==> config.mk <==
export PLATFORM = sky130hd
export DESIGN_NAME = ohtab_ctrl
export DESIGN_NICKNAME = d
export VERILOG_FILES = /design/src/rtl/core/ohtab_pkg.sv /design/src/rtl/core/ohtab_ctrl.sv
export SDC_FILE = /design/constraint.sdc
export NUM_CORES = 1
export LEC_CHECK = 0
export BUFFER_PORTS_ARGS = -buffer_cell sky130_fd_sc_hd__buf_2
export CORE_AREA = 2 2 39 41
export DETAILED_ROUTE_END_ITERATION = 12
export DIE_AREA = 0 0 41 43
export PLACE_DENSITY = 0.79
export SYNTH_ARGS = -nofsm -noshare
export SYNTH_HDL_FRONTEND = slang
export SYNTH_SLANG_ARGS = --single-unit
==> constraint.sdc <==
create_clock -name clk_i -period 1.2 [get_ports clk_i]
set_clock_uncertainty 0.1 [all_clocks]
set_input_delay 0.06 -clock clk_i [delete_from_list [all_inputs] [get_ports clk_i]]
set_output_delay 0.06 -clock clk_i [all_outputs]
set_load 0.01 [all_outputs]
==> src/rtl/core/ohtab_pkg.sv <==
// Package for the open addressing hash table core.
// Holds request/response/slot types, codes and controller interface structs.
// No dependencies.
`default_nettype none
package ohtab_pkg;

  localparam logic [1:0] T_BOOL = 2'd0;
  localparam logic [1:0] T_NIL  = 2'd1;
  localparam logic [1:0] T_NUM  = 2'd2;
  localparam logic [1:0] T_OBJ  = 2'd3;

  localparam logic [1:0] KIND_SET    = 2'd0;
  localparam logic [1:0] KIND_GET    = 2'd1;
  localparam logic [1:0] KIND_DEL    = 2'd2;
  localparam logic [1:0] KIND_UNUSED = 2'd3;

  localparam logic [1:0] ST_OK   = 2'd0;
  localparam logic [1:0] ST_MISS = 2'd1;
  localparam logic [1:0] ST_FULL = 2'd2;
  localparam logic [1:0] ST_NIL  = 2'd3;

  typedef struct packed {
    logic [1:0]  kind;
    logic [1:0]  key_type;
    logic [63:0] key_bits;
    logic        key_is_string;
    logic [31:0] key_string_hash;
    logic [1:0]  value_type;
    logic [63:0] value_bits;
  } req_t;

  typedef struct packed {
    logic [1:0]  status;
    logic [1:0]  found_type;
    logic [63:0] found_bits;
  } rsp_t;

  typedef struct packed {
    logic [1:0]  key_type;
    logic [63:0] key_bits;
    logic [1:0]  value_type;
    logic [63:0] value_bits;
  } slot_t;

  typedef enum logic [2:0] {
    S_CLEAR,
    S_IDLE,
    S_HASH,
    S_READ,
    S_CHECK
  } state_e;

  typedef enum logic [1:0] {
    WR_SET,
    WR_TOMB,
    WR_CLR
  } wr_sel_e;

  typedef struct packed {
    logic       clr;
    logic       ld;
    logic       mod;
    logic       rd;
    logic       step;
    logic       wr;
    wr_sel_e    wr_sel;
    logic       wr_at_idx;
    logic       used_inc;
    logic       res;
    logic [1:0] res_sts;
    logic       res_found;
  } cmd_t;

  typedef struct packed {
    logic       clr_last;
    logic       mod_last;
    logic       in_nil;
    logic [1:0] in_kind;
    logic       load_full;
    logic       used_zero;
    logic       kind_set;
    logic       kind_get;
    logic       slot_empty;
    logic       slot_tomb;
    logic       slot_match;
    logic       probe_last;
    logic       tomb_valid;
  } sts_t;

endpackage
`default_nettype wire

==> src/rtl/core/ohtab_ctrl.sv <==
// Controller state machine for the hash table core.
// Depends on ohtab_pkg; issues commands to ohtab_datapath.
`default_nettype none
module ohtab_ctrl (
  input  wire logic             clk_i,
  input  wire logic             rst_ni,
  input  wire logic             start_i,
  input  wire ohtab_pkg::sts_t  sts_i,
  output ohtab_pkg::cmd_t       cmd_o,
  output logic                  busy_o
);

  ohtab_pkg::state_e state_q, state_d;

  always_ff @(posedge clk_i or negedge rst_ni) begin
    if (!rst_ni) state_q <= ohtab_pkg::S_CLEAR;
    else state_q <= state_d;
  end

  always_comb begin
    state_d = state_q;
    cmd_o   = '0;
    busy_o  = state_q != ohtab_pkg::S_IDLE;
    unique case (state_q)
      ohtab_pkg::S_CLEAR: begin
        cmd_o.clr    = 1'b1;
        cmd_o.wr     = 1'b1;
        cmd_o.wr_sel = ohtab_pkg::WR_CLR;
        if (sts_i.clr_last) state_d = ohtab_pkg::S_IDLE;
      end
      ohtab_pkg::S_IDLE: begin
        if (start_i) begin
          cmd_o.ld = 1'b1;
          if (sts_i.in_nil) begin
            cmd_o.res     = 1'b1;
            cmd_o.res_sts = ohtab_pkg::ST_NIL;
          end else if (sts_i.in_kind == ohtab_pkg::KIND_SET) begin
            if (sts_i.load_full) begin
              cmd_o.res     = 1'b1;
              cmd_o.res_sts = ohtab_pkg::ST_FULL;
            end else state_d = ohtab_pkg::S_HASH;
          end else if (sts_i.in_kind == ohtab_pkg::KIND_GET ||
                       sts_i.in_kind == ohtab_pkg::KIND_DEL) begin
            if (sts_i.used_zero) begin
              cmd_o.res     = 1'b1;
              cmd_o.res_sts = ohtab_pkg::ST_MISS;
            end else state_d = ohtab_pkg::S_HASH;
          end else begin
            cmd_o.res     = 1'b1;
            cmd_o.res_sts = ohtab_pkg::ST_MISS;
          end
        end
      end
      ohtab_pkg::S_HASH: begin
        cmd_o.mod = 1'b1;
        if (sts_i.mod_last) state_d = ohtab_pkg::S_READ;
      end
      ohtab_pkg::S_READ: begin
        cmd_o.rd = 1'b1;
        state_d  = ohtab_pkg::S_CHECK;
      end
      ohtab_pkg::S_CHECK: begin
        state_d = ohtab_pkg::S_IDLE;
        cmd_o.res = 1'b1;
        if (sts_i.slot_match) begin
          if (sts_i.kind_set) begin
            cmd_o.wr        = 1'b1;
            cmd_o.wr_sel    = ohtab_pkg::WR_SET;
            cmd_o.wr_at_idx = 1'b1;
            cmd_o.res_sts   = ohtab_pkg::ST_MISS;
          end else if (sts_i.kind_get) begin
            cmd_o.res_sts   = ohtab_pkg::ST_OK;
            cmd_o.res_found = 1'b1;
          end else begin
            cmd_o.wr        = 1'b1;
            cmd_o.wr_sel    = ohtab_pkg::WR_TOMB;
            cmd_o.wr_at_idx = 1'b1;
            cmd_o.res_sts   = ohtab_pkg::ST_OK;
          end
        end else if (sts_i.slot_empty) begin
          if (sts_i.kind_set) begin
            cmd_o.wr       = 1'b1;
            cmd_o.wr_sel   = ohtab_pkg::WR_SET;
            cmd_o.used_inc = !sts_i.tomb_valid;
            cmd_o.res_sts  = ohtab_pkg::ST_OK;
          end else cmd_o.res_sts = ohtab_pkg::ST_MISS;
        end else if (sts_i.probe_last) begin
          // full pass done: reuse a tombstone if one was seen
          if (sts_i.kind_set && (sts_i.tomb_valid || sts_i.slot_tomb)) begin
            cmd_o.wr      = 1'b1;
            cmd_o.wr_sel  = ohtab_pkg::WR_SET;
            cmd_o.res_sts = ohtab_pkg::ST_OK;
          end else if (sts_i.kind_set) cmd_o.res_sts = ohtab_pkg::ST_FULL;
          else cmd_o.res_sts = ohtab_pkg::ST_MISS;
        end else begin
          cmd_o.res  = 1'b0;
          cmd_o.step = 1'b1;
          state_d    = ohtab_pkg::S_READ;
        end
      end
      default: state_d = ohtab_pkg::S_IDLE;
    endcase
  end

endmodule
`default_nettype wire

==> flow_summary.yaml, run 1 <==
pwr:
  max-vdd-ir-drop_v: 0.00101
  powerDensity_nw_per_um2: 1520
  p_leak_uw: 0.000424
die:
  start_util: 0.297
  die-area_um2: 1760
  die_w_um: 41
  pin_count: 32
  rows: 14
  die_h_um: 43
  coreArea_um2: 1380
yosys:
  syn_area_um2: 410
  syn_area_per_cell_um2: 7.46
  synth_edf_count: 0
  ys_seq_elements: 3
  synth_ff_type: "dfrtp_1"
  syn_inst: 55
  synthArstFlopShare: 1.00
  seq_area_frac_synth: 0.183
  synth_cell_type_count: 24
  synth_fp_nets: 74
  ys.warnings.count: 0
grt:
  grt_remaining_overflow: 0
  grt_pass1_wl_um: 2060
  grt_usage: 0.166
  grt_max_degree: 7
  antenna_found_initial: 0
  first_global_vias: 533
critical_path:
  ff2ff_path_depth: 4
  cpPeakStageDelay_ns: 0.45
  worstSetupEndpointType: "output pin"
  rrSetupSlack_ns: -0.09
  r2r_end: "state_q[0]$_DFFE_PN0P_"
  cp.arrival_ns: 1.39
  required_ns: 1.04
  cp_slowest_cell: "dfrtp_2"
  path_max_fanout: 4
  cpLargestDelayFamily: "simple AND/OR/NAND/NOR gates"
  path_cells: "nor3b_4, nand3b_1, nor3b_2, buf_2"
  worst-path-buf-inv: 1
  start_kind: "flip-flop"
  r2r_start: "state_q[1]$_DFFE_PN0P_"
  critPathKind: "reg2out"
clock_network:
  cts_tree: "yes"
  cts-htree-levels: 1
  root_buffer: "clkbuf_4"
  clock_latency_ns: 0.24
  cts_max_path_buffers: 2
  clock_sinks: 3
  cts.clk_slew.worst_paths_ns: 0.04
  cts_made_buffers: 3
finish:
  diodes: 0
  top_register: "state_q"
  post-route-cell-area_um2: 876
  post-route-util: 0.633
  largest_reg_flops: 3
  area_delta_synth_final_pct: 113
  top_regs: "state_q (3)"
  nFillCells: 108
  drive_gt1_frac: 0.709
  fin_nets: 123
timing:
  final_hold_viol_count: 0
  rsz0062_at_grt: "true"
  setup-violations-final: 17
  setup_ws_ns: -0.352
  fmax_ghz: 0.644
  finalMaxSlewViolations: 0
  post-route-period-util: 1.29
  min_period_ns: 1.55
  worstMarginPinSlew_ns: 0.235
  finalSetupTns_ns: -4.45
  slew_headroom: 0.842
placed_design:
  dpl_worst_slack_ns: -0.136
  port_buffers: 31
  placed_area_um2: 667
  place.gp.congestion: 0.805
  dp_hpwl_um: 999
hold_path:
  hold_class: "in2async"
outcome:
  status: "complete, but fails checks"
  violations: "setup timing"
run:
  drv_cap: 0
route:
  first_iter_violations: 15
  route.detailed.drc: 0
  drt_wl_total_um: 1500
  via_per_inst: 5.16
  wl_per_cell_um: 12.6
  drt_first_pass_iters: 4
  antenna_left: 0
  vias: 614
metal layers:
metal	global-route usage	up-vias	part of all wire
met4	0.0600	0	0.011
met5	0	-	0
li1	-	290	-
met3	0.0314	2	0.066
met2	0.272	26	0.53
met1	0.204	296	0.40
stage by stage:
stage | instances | power (uW) | hold slack (ns)
finish | 119 | 1330 | 0.0676
global route | 119 | 1410 | 0.0736
CTS | 115 | 1140 | 0.0490
detailed placement | 107 | 813 | -0.244
global placement | 107 | 800 | -0.244
floorplan | 55 | 586 | -0.336
Yosys cell counts, types with 2 or more instances:
cell,instances,area share
o22ai_1,2,0.030
nand2b_1,3,0.046
buf_2,2,0.024
a311o_1,2,0.049
nor3_1,3,0.037
o21ai_0,2,0.024
buf_4,3,0.055
nor2_1,4,0.037
nand3b_1,2,0.037
ha_1,2,0.061
nor3b_1,5,0.091
inv_1,6,0.055
dfrtp_1,3,0.18
a21oi_1,4,0.049
nand2_1,3,0.027
worst max-delay path by stage:
stage / slack [ns] / to / start / cells past startpoint
floorplan: -0.04 / cmd_o[4] / state_q[1]$_DFFE_PN0P_ / 4
global placement: -0.11 / cmd_o[4] / state_q[1]$_DFFE_PN0P_ / 4
detailed placement: -0.14 / cmd_o[0] / state_q[1]$_DFFE_PN0P_ / 4
CTS: -0.33 / cmd_o[4] / state_q[0]$_DFFE_PN0P_ / 4
global route: -0.45 / cmd_o[4] / state_q[1]$_DFFE_PN0P_ / 4
finish: -0.35 / cmd_o[4] / state_q[1]$_DFFE_PN0P_ / 4
final cells by class:
class                   count  area (um2)  share of cell area
clock buffers               4        26.3              0.0300
inverters                   6        22.5              0.0257
multi-input cells          41         383               0.437
flip-flops and latches      3        78.8              0.0900
well taps                  16        20.0              0.0229
repair buffers             49         345               0.394
cells in the final DEF (no fill, tap or decap), drive strengths merged, types with 2 or more instances in the layout:
cell and instances:
buf 48, inv 6, nor3b 6, nor2 4
clkbuf 4, a21oi 4, nand2b 3, dfrtp 3
nor3 3, nand2 3, nand3b 2, a311o 2
ha 2, o22ai 2, o21ai 2
repair_timing:
action                                 CTS  global route
endpoints found under the hold margin    3             0
buffers inserted                         3             4
gates resized for setup                 13            19
pin swaps                                5             7
setup endpoints to repair               17            17
hold buffers                             1             0
logic make-up (layout without fill, tap and decap cells):
| kind of cell | count (synthesis) | count (layout) | synth area share |
|---|---|---|---|
| AND/OR/NAND/NOR | 24 | 24 | 0.369 |
| AO/OA/AOI/OAI | 13 | 13 | 0.207 |
| buffers and inverters | 11 | 59 | 0.134 |
| flip-flops | 3 | 3 | 0.183 |
| adder cells (fa/ha/maj) | 2 | 2 | 0.0610 |
| XOR/XNOR | 1 | 1 | 0.0213 |
| multiplexers | 1 | 1 | 0.0244 |
power by group:
part | internal (uW) | switching (uW)
logic | 525 | 432
registers | 137 | 55.7
clock network | 125 | 56.9
total | 787 | 544
(Power assumes the default switching activity.)
==> run 2, diff against run 1 <==
Settings changed: BUFFER_PORTS_ARGS -buffer_cell sky130_fd_sc_hd__buf_2 to -buffer_cell sky130_fd_sc_hd__clkbuf_2.
==> flow_summary.yaml, run 2 (synthesis gave the netlist of run 1 again) <==
timing:
  min_period_ns: 1.56
  slew_headroom: 0.855
  setup-violations-final: 17
  post-route-period-util: 1.30
  rsz0062_at_grt: "true"
  setup_ws_ns: -0.360
  worstMarginPinSlew_ns: 0.215
  final_hold_viol_count: 0
  finalMaxSlewViolations: 0
  fmax_ghz: 0.641
route:
  drt_wl_total_um: 1430
  via_per_inst: 4.89
  route.detailed.drc: 0
  drt_first_pass_iters: 4
  vias: 601
  wl_per_cell_um: 11.6
  antenna_left: 0
  first_iter_violations: 10
critical_path:
  start_kind: "flip-flop"
  cpPeakStageDelay_ns: 0.45
  worst-path-buf-inv: 2
  required_ns: 1.04
  cp_slowest_cell: "dfrtp_2"
  worstSetupEndpointType: "output pin"
  path_max_fanout: 5
  cp.arrival_ns: 1.40
  cpLargestDelayFamily: "flip-flops"
  critPathKind: "reg2out"
  path_cells: "buf_4, a311o_1, a31oi_2, buf_2"
die:
  start_util: 0.297
  die_w_um: 41
  coreArea_um2: 1380
  die_h_um: 43
  rows: 14
  pin_count: 32
  die-area_um2: 1760
placed_design:
  dp_hpwl_um: 1040
  placed_area_um2: 689
  port_buffers: 31
  place.gp.congestion: 0.784
  dpl_worst_slack_ns: -0.144
pwr:
  max-vdd-ir-drop_v: 0.000938
  p_int_uw: 749
  power_frac_clock: 0.146
  seqPwrFrac: 0.161
  powerDensity_nw_per_um2: 1460
  p_sw_uw: 504
  p_comb_frac: 0.692
  switching_share: 0.402
  p_leak_uw: 0.000433
outcome:
  violations: "setup timing"
  status: "complete, but fails checks"
finish:
  post-route-cell-area_um2: 857
  top_register: "state_q"
  final_common_cell: "clkbuf_2"
  drive_gt1_frac: 0.692
  top_regs: "state_q (3)"
  largest_reg_flops: 3
  area_delta_synth_final_pct: 109
  final_cell_mix: "clkbuf_2 (21), buf_4 (18), buf_2 (9)"
  fin_nets: 127
  diodes: 0
clock_network:
  clock_latency_ns: 0.24
  cts.clk_slew.worst_paths_ns: 0.04
  clock_sinks: 3
  cts_max_path_buffers: 2
  cts_tree: "yes"
  cts_made_buffers: 3
  cts-htree-levels: 1
  root_buffer: "clkbuf_4"
grt:
  grt_remaining_overflow: 0
  grt_usage: 0.189
  first_global_vias: 566
  grt_pass1_wl_um: 2290
  grt_max_degree: 7
  antenna_found_initial: 0
run:
  drv_cap: 0
hold_path:
  hold_class: "in2async"
==> run 2: final timing paths <==
kind | from | end | slack (ns) | cells past startpoint
max | state_q[1]$_DFFE_PN0P_ | cmd_o[8] | -0.36 | 4
min | rst_ni | state_q[1]$_DFFE_PN0P_ | 0.05 | 2
max reg2reg | state_q[1]$_DFFE_PN0P_ | state_q[0]$_DFFE_PN0P_ | -0.19 | 5
min reg2reg | state_q[2]$_DFFE_PN0P_ | state_q[1]$_DFFE_PN0P_ | 0.65 | 4
max in group asynchronous | rst_ni | state_q[0]$_DFFE_PN0P_ | 0.82 | 2
min in group clk_i | start_i | state_q[1]$_DFFE_PN0P_ | 0.07 | 3
==> run 2: layout make-up <==
type,instances,area [um2]
clock buffer,4,26.3
fill,126,527
inverter,6,22.5
multi-input combinational,41,369
sequential,3,78.8
tap,16,20.0
timing repair buffer,53,340
==> run 2: timing repair <==
action	CTS	global route
gates resized for setup	9	20
setup endpoints to repair	16	17
setup buffers	4	5
pin swaps	5	6
hold buffers	1	0
endpoints found under the hold margin	3	0
==> run 2: routing by layer <==
layer	up-vias	GRT usage	part of all wire
li1	301	-	-
met1	276	0.225	0.41
met2	22	0.303	0.53
met3	2	0.0471	0.054
met4	0	0.0800	0.0056
met5	-	0	0
==> run 2: power groups by stage <==
stage          logic (uW)  registers (uW)  clock network, uW
2_1_floorplan         435             151                  0
3_3_place_gp          627             198                  0
3_5_place_dp          637             204                  0
4_1_cts               768             200                188
5_1_grt               954             205                201
6_report              867             202                184
==> run 2: through the flow <==
stage | instances | hold WS, ns | power (uW) | util | setup TNS, ns
detailed placement | 110 | -0.240 | 841 | 0.498 | -1.07
global route | 123 | 0.0707 | 1360 | 0.619 | -5.48
global placement | 110 | -0.242 | 825 | 0.498 | -0.851
finish | 123 | 0.0496 | 1250 | 0.619 | -4.35
floorplan | 55 | -0.336 | 586 | - | -0.114
CTS | 119 | 0.0525 | 1160 | 0.570 | -4.10
